`src/rtl/cbor_head_encoder_top_assert.svh`:
```
// assertion macros for the cbor head encoder
`ifndef CBOR_HEAD_ENCODER_TOP_ASSERT_SVH
`define CBOR_HEAD_ENCODER_TOP_ASSERT_SVH

// consequent checked in the same cycle as the antecedent
`define CBE_ASSERT_SAME(lbl, clk, rst, ante, cons, msg) \
  lbl: assert property (@(posedge clk) disable iff (rst) (ante) |-> (cons)) \
    else $error(msg);

// consequent checked in the cycle after the antecedent
`define CBE_ASSERT_NEXT(lbl, clk, rst, ante, cons, msg) \
  lbl: assert property (@(posedge clk) disable iff (rst) (ante) |=> (cons)) \
    else $error(msg);

`endif

```
`src/rtl/cbe_pkg.sv`:
```
// shared types and constants for the cbor head encoder
package cbe_pkg;

  localparam int unsigned CBE_QUEUE_DEPTH = 2;

  localparam logic [7:0] NIL_BYTE = 8'hF6;

  // additional information codes for the extended argument forms
  localparam logic [4:0] AI_ONE   = 5'h18;
  localparam logic [4:0] AI_TWO   = 5'h19;
  localparam logic [4:0] AI_FOUR  = 5'h1a;
  localparam logic [4:0] AI_EIGHT = 5'h1b;

  // major types
  localparam logic [2:0] MT_UINT   = 3'd0;
  localparam logic [2:0] MT_NINT   = 3'd1;
  localparam logic [2:0] MT_BYTES  = 3'd2;
  localparam logic [2:0] MT_TEXT   = 3'd3;
  localparam logic [2:0] MT_ARRAY  = 3'd4;
  localparam logic [2:0] MT_MAP    = 3'd5;
  localparam logic [2:0] MT_TAG    = 3'd6;
  localparam logic [2:0] MT_SIMPLE = 3'd7;

  typedef enum logic [3:0] {
    REQ_UNSIGNED = 4'd0,
    REQ_SIGNED   = 4'd1,
    REQ_NEG_MAG  = 4'd2,
    REQ_BYTES    = 4'd3,
    REQ_TEXT     = 4'd4,
    REQ_ARRAY    = 4'd5,
    REQ_MAP      = 4'd6,
    REQ_TAG      = 4'd7,
    REQ_SIMPLE   = 4'd8,
    REQ_NIL      = 4'd9
  } req_kind_t;

  // one classified head waiting for serialization
  typedef struct packed {
    logic [7:0]  first;
    logic [63:0] arg;
    logic [3:0]  len;
  } head_t;

endpackage

```
`src/rtl/cbor_head_encoder_top.sv`:
```
// top level of the cbor data item head encoder
// Usage:
//   A request is taken at a rising edge with start high and busy low. req_type
//   selects the kind of head (unsigned, signed, negative magnitude, byte or
//   text string, array, map, tag, simple, nil); value carries the argument.
//   Kinds 10 to 15 are taken but produce nothing.
//   Each head byte appears on out_byte for one cycle with strobe high, along
//   with head_length (1 to 9) and last on the final byte of the head.
//   When the output side is idle, the first byte of a head passes the queue, the
//   serializer's current-head register and the output registers in that order.
//   Throughput: one byte per cycle; a head has 1, 2, 3, 5 or 9 bytes depending on
//   the argument size; heads leave back to back without gaps while the next is queued.
//   A short queue between the classifier and the byte serializer lets new
//   requests enter while an earlier head is still going out; busy is high
//   while that queue is full.
//   Reset (rst, synchronous) empties the queue and drops any head in flight.
//   The receiver cannot stall: each strobe is one accepted transaction.
`include "cbor_head_encoder_top_assert.svh"

module cbor_head_encoder_top #(
  parameter int unsigned QUEUE_DEPTH = cbe_pkg::CBE_QUEUE_DEPTH
) (
  input  logic        clk,
  input  logic        rst,
  input  logic        start,
  output logic        busy,
  input  logic [3:0]  req_type,
  input  logic [63:0] value,
  output logic        strobe,
  output logic [7:0]  out_byte,
  output logic [3:0]  head_length,
  output logic        last
);
  import cbe_pkg::*;

  logic  push;
  logic  pop;
  logic  empty;
  logic  full;
  head_t wr_head;
  head_t rd_head;

  cbe_front u_front (
    .start    (start),
    .full     (full),
    .req_type (req_type),
    .value    (value),
    .busy     (busy),
    .push     (push),
    .head     (wr_head)
  );

  cbe_fifo #(
    .DEPTH (QUEUE_DEPTH)
  ) u_fifo (
    .clk     (clk),
    .rst     (rst),
    .push    (push),
    .wr_head (wr_head),
    .pop     (pop),
    .rd_head (rd_head),
    .empty   (empty),
    .full    (full)
  );

  cbe_back u_back (
    .clk         (clk),
    .rst         (rst),
    .empty       (empty),
    .rd_head     (rd_head),
    .pop         (pop),
    .strobe      (strobe),
    .out_byte    (out_byte),
    .head_length (head_length),
    .last        (last)
  );

  // bytes of one head leave in consecutive cycles
  `CBE_ASSERT_NEXT(a_head_contiguous, clk, rst, strobe && !last, strobe, "head bytes not contiguous")
  // head length stays fixed across the bytes of one head
  `CBE_ASSERT_NEXT(a_len_stable, clk, rst, strobe && !last, head_length == $past(head_length), "head length changed mid head")
  // a multi byte head never reports a single byte length
  `CBE_ASSERT_SAME(a_len_multi, clk, rst, strobe && !last, head_length != 4'd1, "short head not marked last")
  // a classified request is held in the queue after it is taken
  `CBE_ASSERT_NEXT(a_push_lands, clk, rst, push, !empty, "taken request missing from queue")

endmodule

```
`src/rtl/cbe_front.sv`:
```
// front end: accepts requests and classifies them into head descriptors
module cbe_front (
  input  logic             start,
  input  logic             full,
  input  logic [3:0]       req_type,
  input  logic [63:0]      value,
  output logic             busy,
  output logic             push,
  output cbe_pkg::head_t   head
);
  import cbe_pkg::*;

  logic        kind_ok;
  logic        is_nil;
  logic [2:0]  major;
  logic [63:0] arg;
  logic [4:0]  ai;
  logic [3:0]  len;

  assign busy = full;
  assign push = start && !full && kind_ok;

  always_comb begin
    kind_ok = 1'b1;
    is_nil  = 1'b0;
    major   = MT_UINT;
    arg     = value;
    case (req_kind_t'(req_type))
      REQ_UNSIGNED: begin
        major = MT_UINT;
      end
      REQ_SIGNED: begin
        if (value[63]) begin
          major = MT_NINT;
          arg   = ~value;
        end
      end
      REQ_NEG_MAG: begin
        major = MT_NINT;
        arg   = value - 64'd1;
      end
      REQ_BYTES: begin
        major = MT_BYTES;
      end
      REQ_TEXT: begin
        major = MT_TEXT;
      end
      REQ_ARRAY: begin
        major = MT_ARRAY;
      end
      REQ_MAP: begin
        major = MT_MAP;
      end
      REQ_TAG: begin
        major = MT_TAG;
      end
      REQ_SIMPLE: begin
        major = MT_SIMPLE;
        arg   = {56'd0, value[7:0]};
      end
      REQ_NIL: begin
        major  = MT_SIMPLE;
        is_nil = 1'b1;
      end
      default: begin
        kind_ok = 1'b0;
      end
    endcase
  end

  // shortest argument form
  always_comb begin
    if (arg < 64'd24) begin
      ai  = arg[4:0];
      len = 4'd1;
    end else if (arg[63:8] == 56'd0) begin
      ai  = AI_ONE;
      len = 4'd2;
    end else if (arg[63:16] == 48'd0) begin
      ai  = AI_TWO;
      len = 4'd3;
    end else if (arg[63:32] == 32'd0) begin
      ai  = AI_FOUR;
      len = 4'd5;
    end else begin
      ai  = AI_EIGHT;
      len = 4'd9;
    end
  end

  always_comb begin
    head.arg = arg;
    if (is_nil) begin
      head.first = NIL_BYTE;
      head.len   = 4'd1;
    end else begin
      head.first = {major, ai};
      head.len   = len;
    end
  end

endmodule

```
`src/rtl/cbe_fifo.sv`:
```
// small queue of head descriptors between front and back
module cbe_fifo #(
  parameter int unsigned DEPTH = cbe_pkg::CBE_QUEUE_DEPTH
) (
  input  logic           clk,
  input  logic           rst,
  input  logic           push,
  input  cbe_pkg::head_t wr_head,
  input  logic           pop,
  output cbe_pkg::head_t rd_head,
  output logic           empty,
  output logic           full
);
  import cbe_pkg::*;

  localparam int unsigned PW = (DEPTH > 1) ? $clog2(DEPTH) : 1;
  localparam int unsigned CW = $clog2(DEPTH + 1);

  head_t         slots [DEPTH];
  logic [PW-1:0] wr_ptr;
  logic [PW-1:0] rd_ptr;
  logic [CW-1:0] count;

  logic do_push;
  logic do_pop;

  assign empty   = (count == CW'(0));
  assign full    = (count == CW'(DEPTH));
  assign do_push = push && !full;
  assign do_pop  = pop && !empty;
  assign rd_head = slots[rd_ptr];

  function automatic logic [PW-1:0] ptr_inc(input logic [PW-1:0] p);
    if (p == PW'(DEPTH - 1)) begin
      return '0;
    end
    return p + PW'(1);
  endfunction

  always_ff @(posedge clk) begin
    if (do_push) begin
      slots[wr_ptr] <= wr_head;
    end
  end

  always_ff @(posedge clk) begin
    if (rst) begin
      wr_ptr <= '0;
      rd_ptr <= '0;
      count  <= '0;
    end else begin
      if (do_push) begin
        wr_ptr <= ptr_inc(wr_ptr);
      end
      if (do_pop) begin
        rd_ptr <= ptr_inc(rd_ptr);
      end
      if (do_push && !do_pop) begin
        count <= count + CW'(1);
      end else if (do_pop && !do_push) begin
        count <= count - CW'(1);
      end
    end
  end

endmodule

```
`src/rtl/cbe_back.sv`:
```
// back end: serializes one head descriptor into bytes, one per cycle
module cbe_back (
  input  logic           clk,
  input  logic           rst,
  input  logic           empty,
  input  cbe_pkg::head_t rd_head,
  output logic           pop,
  output logic           strobe,
  output logic [7:0]     out_byte,
  output logic [3:0]     head_length,
  output logic           last
);
  import cbe_pkg::*;

  logic        active;
  logic [3:0]  cnt;
  head_t       cur;

  logic        emit_last;
  logic [3:0]  rem;
  logic [2:0]  sel;
  logic [7:0]  byte_next;

  assign emit_last = active && (cnt == cur.len - 4'd1);
  assign pop       = !empty && (!active || emit_last);

  // argument bytes go out most significant first
  assign rem       = cur.len - 4'd1 - cnt;
  assign sel       = rem[2:0];
  assign byte_next = (cnt == 4'd0) ? cur.first : cur.arg[{sel, 3'b000} +: 8];

  always_ff @(posedge clk) begin
    if (pop) begin
      cur <= rd_head;
    end
    if (active) begin
      out_byte    <= byte_next;
      head_length <= cur.len;
      last        <= emit_last;
    end
  end

  always_ff @(posedge clk) begin
    if (rst) begin
      active <= 1'b0;
      cnt    <= '0;
      strobe <= 1'b0;
    end else begin
      strobe <= active;
      if (pop) begin
        active <= 1'b1;
        cnt    <= '0;
      end else if (emit_last) begin
        active <= 1'b0;
      end else if (active) begin
        cnt <= cnt + 4'd1;
      end
    end
  end

endmodule

```
`config.mk`:
```
export PLATFORM = sky130hd
export DESIGN_NAME = cbor_head_encoder_top
export DESIGN_NICKNAME = d
export VERILOG_FILES = /design/src/rtl/cbe_pkg.sv /design/src/rtl/cbor_head_encoder_top.sv /design/src/rtl/cbe_front.sv /design/src/rtl/cbe_fifo.sv /design/src/rtl/cbe_back.sv
export VERILOG_INCLUDE_DIRS = /design/src /design/src/rtl
export SDC_FILE = /design/constraint.sdc
export NUM_CORES = 1
export LEC_CHECK = 0
export BUFFER_PORTS_ARGS = -buffer_cell sky130_fd_sc_hd__buf_2
export CAP_MARGIN = 20
export CORE_MARGIN = 1.5
export CORE_UTILIZATION = 30
export CTS_BUF_LIST = sky130_fd_sc_hd__clkbuf_4 sky130_fd_sc_hd__clkbuf_8
export CTS_CLUSTER_SIZE = 28
export DETAILED_ROUTE_END_ITERATION = 10
export PLACE_DENSITY_LB_ADDON = 0.3
export SLEW_MARGIN = 20
export SYNTH_ARGS = -nofsm -noshare
export SYNTH_HDL_FRONTEND = slang
export SYNTH_SLANG_ARGS = --single-unit
```
`constraint.sdc`:
```
create_clock -name clk -period 14.5 [get_ports clk]
set_input_delay 1.45 -clock clk [delete_from_list [all_inputs] [get_ports clk]]
set_output_delay 1.45 -clock clk [all_outputs]
set_load 0.01 [all_outputs]
```
# Word level (Yosys, flattened, before mapping)
# Memory sizes are Yosys's and may differ from the RTL's. A register that Yosys moved wholly into a read port is not among the register bits.
# Index checks and enable logic that the tools add are counted.
# totals
register_bits,23
ramBits,152
in_bits,71
out_inout_bits,15
mem_count,1
# op_classes
n_addsub,8
order_cmp,1
n_eq_ne,11
n_shift,1
mux,33
bitwise,2
reduce_logical,26
# memory_table
name,depth,width,rd,rd_ports_with_merged_regs,wr,line,source
u_fifo.slots,2,76,1,1,1,cbe_fifo.sv:19,head_t slots [DEPTH];
# op_table
operator,n
64-bit case mux with 3 select lines,1
"64-bit by 5-bit less-than comparator with 1-bit output, second input constant",1
64-bit two-way mux,1
64-bit NOT,1
64-bit by 7-bit indexed part select with 8-bit output,1
"64-bit by 1-bit subtractor with 64-bit output, second input constant",1
56-bit logical NOT,1
48-bit logical NOT,1
32-bit logical NOT,1
3-bit case mux with 8 select lines,1
4-bit two-way mux,5
1-bit two-way mux,18
"4-bit by 3-bit == test with 1-bit output, second input constant",4
8-bit two-way mux,2
5-bit two-way mux,3
10-bit OR reduction,1
"4-bit by 2-bit == test with 1-bit output, second input constant",2
"4-bit == test, second input constant",2
1-bit logical AND,8
4-bit logical NOT,2
1-bit logical NOT,5
"4-bit by 1-bit adder with 4-bit output, second input constant",1
"4-bit by 1-bit == test with 1-bit output, second input constant",1
4-bit == test,1
other kinds (13),17

# Logic depth before layout (Yosys ltp)
# depth
ltp_word,9
mapped_depth,13
ltp_nobuf,12

# Hierarchy
# A second synthesis with hierarchy kept.
# hier_totals
cells_unflattened,961
hier_area_um2,12687.2
# modules_own_cells
mod,instances,cells_each,area_each_um2
cbe_fifo,1,261,5705.5
cbe_back,1,194,3726.1
cbe_front,1,506,3255.6

# Worst setup path before layout
# No wires, ideal clock.
# synth_path
path_kind,reg-to-reg
start,reg u_back.cur[0] (netlist name)
end,reg u_fifo.count[1]
arrival_ps,5992
t_required_ps,14430
slack_ps,8438
stages_incl_launch_ff,11
period_less_slack_ps,6062
path_cell_list,edfxtp_1 ha_1 clkbuf_1 nand4_1 and2_1 clkbuf_1 nor2_1 inv_1 ha_1 or3_1 a21oi_1
# synth_via
elab_chain_len,9
elab_cells_between_ends,11
# synth_rtl
item,line,source
4-bit by 1-bit subtractor with 4-bit output (*),--,
4-bit == test (*),cbe_back.sv:24,assign emit_last = active && (cnt == cur.len - 4'd1);
1-bit logical AND (*),cbe_back.sv:24,
1-bit logical OR (*),cbe_back.sv:25,assign pop = !empty && (!active || emit_last);
1-bit logical AND (*),cbe_back.sv:25,
via pop,cbor_head_encoder_top.sv:37,logic pop;
1-bit logical AND (*),cbe_fifo.sv:30,assign do_pop = pop && !empty;
1-bit logical NOT,cbe_fifo.sv:58,if (do_push && !do_pop) begin
1-bit logical AND,cbe_fifo.sv:58,
2-bit two-way mux / 2-bit nonzero test (equally long branches),--,
to (signal assigned),cbe_fifo.sv:59,count <= count + CW'(1);
to (signal assigned),cbe_fifo.sv:61,count <= count - CW'(1);
to (decl),cbe_fifo.sv:22,logic [CW-1:0] count;
# The timed path passes the listed nets; every way through them passes the cells marked *.
# A chain may end at the register's enable or synchronous reset.

==> impl_metrics.yaml <==
grt:
  grt_max_degree: 76
  antenna_found_initial: 10
  track_usage: 0.1644
  grt.overflow.total: 0
  grt_pass1_wl_um: 50800
  grt_pass1_vias: 7895
sta:
  hold_viol_final: 0
  fin_setup_tns_ns: 0
  finalWorstSetupSlack_ns: 8.685
  final_max_slew_viol_count: 0
  grt_setup_unrepaired: "false"
  max_freq_mhz: 172.0
  period_share: 0.4011
  setup-violations-final: 0
  fin_skew_ns: 0.02437
  finalCriticalPeriod_ns: 5.815
  slew_headroom: 0.2986
  worstMarginPinSlew_ns: 1.052
synthesis:
  synth.cell_area_um2: 12060
  ys_seq_area_frac: 0.6169
  synth_cells: 905
  synthArstFlopShare: 0
  synth_cell_type_count: 74
  synthFlopType: "edfxtp_1"
  ys_ff_latch: 251
  avgSynthCellArea_um2: 13.32
  synth_edf_count: 241
  yosys_warnings: 0
  synthesis.nets: 984
die:
  die_w_um: 203.5
  dieArea_um2: 41400
  pin_count: 86
  start_util: 0.3034
  row_count: 73
  core_area_um2: 39730
  dieHeight_um: 203.5
routing:
  vias: 8412
  routed.top_layer: "met5"
  drc_errors: 0
  wl_met3_um: 2770
  drtAntennaViolNets: 0
  wl_per_cell_um: 22.27
  dr_wl_met2_um: 15740
  met1Wirelength_um: 15390
  firstDrtPassIters: 5
  avgViaCountPerCell: 5.403
  routed_wl_um: 34670
  first_iter_violations: 919
placed_design:
  portBuffers: 85
  place_worst_setup_slack_ns: 8.230
  hpwl_um: 23300
  gp_congestion: 0.8611
critical_path:
  crit_fanout: 12
  cp-end-kind: "register"
  r2r-start: "u_back.cur[0]"
  crit_slowest_cell: "or4_1"
  arrival_ns: 6.09
  crit_top_cell: "or4_1"
  crit_chain: "buf_2 -> or4_1 -> or4_1 -> nor3_2 -> nand3_1 -> mux2i_1 -> nor4_1 -> nand4_1 -> or4_1 -> or4_1"
  crit_buf_inv: 1
  critPathMaxStageDelay_ns: 0.79
  regToRegSetupSlack_ns: 11.34
  cp.required_ns: 14.78
  crit_family: "simple AND/OR/NAND/NOR gates"
  reg2reg_depth: 10
  rr_endpoint: "u_back.cnt[0]"
  endpoint: "u_fifo.slots[0][72]"
  crit_start: "value[32]"
  cp.depth: 10
  start_kind: "primary input"
  critPathKind: "primary input to register"
clocking:
  cts_resized: 0
  clkLatencyLatePin_ns: 0.56
  htree_levels: 2
  cts_made_buffers: 43
  cts_sinks: 251
  clock-root-buffer: "clkbuf_8"
  cts_tree: "yes"
  clkTransAtPathRegs_ns: 0.06
  clockBufferDepth: 3
  hold_buffers: 0
  cts_setup_buffers: 0
pwr:
  ir_drop_mv: 0.08226
  p_leak_nw: 4.512
  powerDensity_nw_per_um2: 159.2
cells_and_area:
  fillerInstances: 3895
  final_util: 0.3502
  nets: 1078
  area_growth_pct: 15.41
  drive_gt1_frac: 0.2886
hold_path:
  hp-class: "register to register"
run_status:
  status: "finished clean"
run:
  maxCapViolations: 0
==> registers in the layout, indices dropped and copies added (netlist names), 2 cells and up <==
name,count
u_fifo.slots,152
u_back.cnt,4
u_back.cur,76
u_fifo.count,2
u_back.out_byte,8
u_back.head_length,4
==> cells in the final DEF, fill, tap and decap left out, types with 19 or more instances in the layout <==
cell / count
a21oi_1: 27
a31oi_1: 24
buf_2: 85
clkbuf_8: 44
edfxtp_1: 241
mux2_2: 77
nand2_1: 53
nand3_1: 19
nor2_1: 68
nor4_1: 34
o21ai_0: 33
or4_1: 20
==> cells by family (layout without fill, tap and decap cells) <==
logic type      after synthesis  in the layout  synth area share
buf+inv                      66            190           0.02200
compound gates              173            173           0.09911
other cells                   0              3                 0
mux                         102            102            0.1093
xor+xnor                     23             23           0.01671
simple gates                282            282            0.1271
flops                       251            251            0.6169
fa+ha+maj                     8              8          0.008925
==> area by class of cell <==
| type | count | area, um2 | area share |
|---|---|---|---|
| sequential | 251 | 7441 | 0.5348 |
| multi-input combinational | 588 | 4400 | 0.3162 |
| clock buffer | 61 | 733.2 | 0.05269 |
| tap | 525 | 656.9 | 0.04721 |
| timing repair buffer | 101 | 549.3 | 0.03947 |
| clock inverter | 14 | 73.82 | 0.005305 |
| inverter | 14 | 52.55 | 0.003777 |
| antenna | 3 | 7.507 | 0.0005395 |
==> synth_stat cells (5+ instances only) <==
library cell  count  area, um2
or4_1            20      150.1
nand2_1          53      198.9
mux4_2           16      360.4
o21ai_0          33      165.2
buf_1            10      37.54
a31o_2            6      52.55
nor4_1           34      212.7
or3_1            12      75.07
a21o_1            9      67.56
nand3_1          19      95.09
a31oi_1          24      150.1
nor2_1           71      266.5
a21oi_1          27      135.1
o31ai_1           5      37.54
a32oi_1           9      78.83
mux2_2           77      867.1
a211oi_1         12      90.09
inv_1            14      52.55
edfxtp_1        241       7237
clkbuf_1         35      131.4
nand4_1          13      81.33
mux2i_1           9      90.09
ha_1              7      87.58
nor3_1           17      85.08
xor2_1            8      70.07
or2_2             5      31.28
a311oi_1         14      122.6
xnor2_1          15      131.4
dfxtp_1          10      200.2
==> power by group <==
group | total (mW) | internal [mW] | leakage (nW) | switching (mW)
logic | 0.554 | 0.216 | 1.79 | 0.337
clock network | 0.606 | 0.326 | 0.433 | 0.280
registers | 1.06 | 1.00 | 2.28 | 0.0551
==> routing by layer <==
| metal | global-route usage | vias up |
|---|---|---|
| met5 | 0 | - |
| met4 | 0.04286 | 6 |
| met3 | 0.03516 | 61 |
| met2 | 0.2540 | 377 |
| met1 | 0.2339 | 4139 |
| li1 | - | 3829 |
==> worst min-delay path by stage <==
stage / start / end / slack, ns / cells after the start
floorplan: u_back.cur[3] / u_back.head_length[3] / 0.45 / 0
global placement: u_back.cur[3] / u_back.head_length[3] / 0.47 / 0
detailed placement: u_back.cur[3] / u_back.head_length[3] / 0.47 / 0
CTS: u_back.cur[3] / u_back.head_length[3] / 0.48 / 0
global route: u_back.cur[3] / u_back.head_length[3] / 0.50 / 0
finish: u_back.cur[3] / u_back.head_length[3] / 0.48 / 0
==> through the flow <==
stage | instance area [um2] | power [mW] | hold WS (ns) | cells
3_3_place_gp | 13100 | 1.623 | 0.4723 | 1479
6_report | 13910 | 2.216 | 0.4779 | 1557
5_1_grt | 13910 | 2.316 | 0.5011 | 1554
2_1_floorplan | 12060 | 1.408 | 0.4473 | 905
3_5_place_dp | 13100 | 1.630 | 0.4691 | 1479
4_1_cts | 13900 | 2.240 | 0.4824 | 1554
Note: power is estimated with default switching activity, not from simulation.
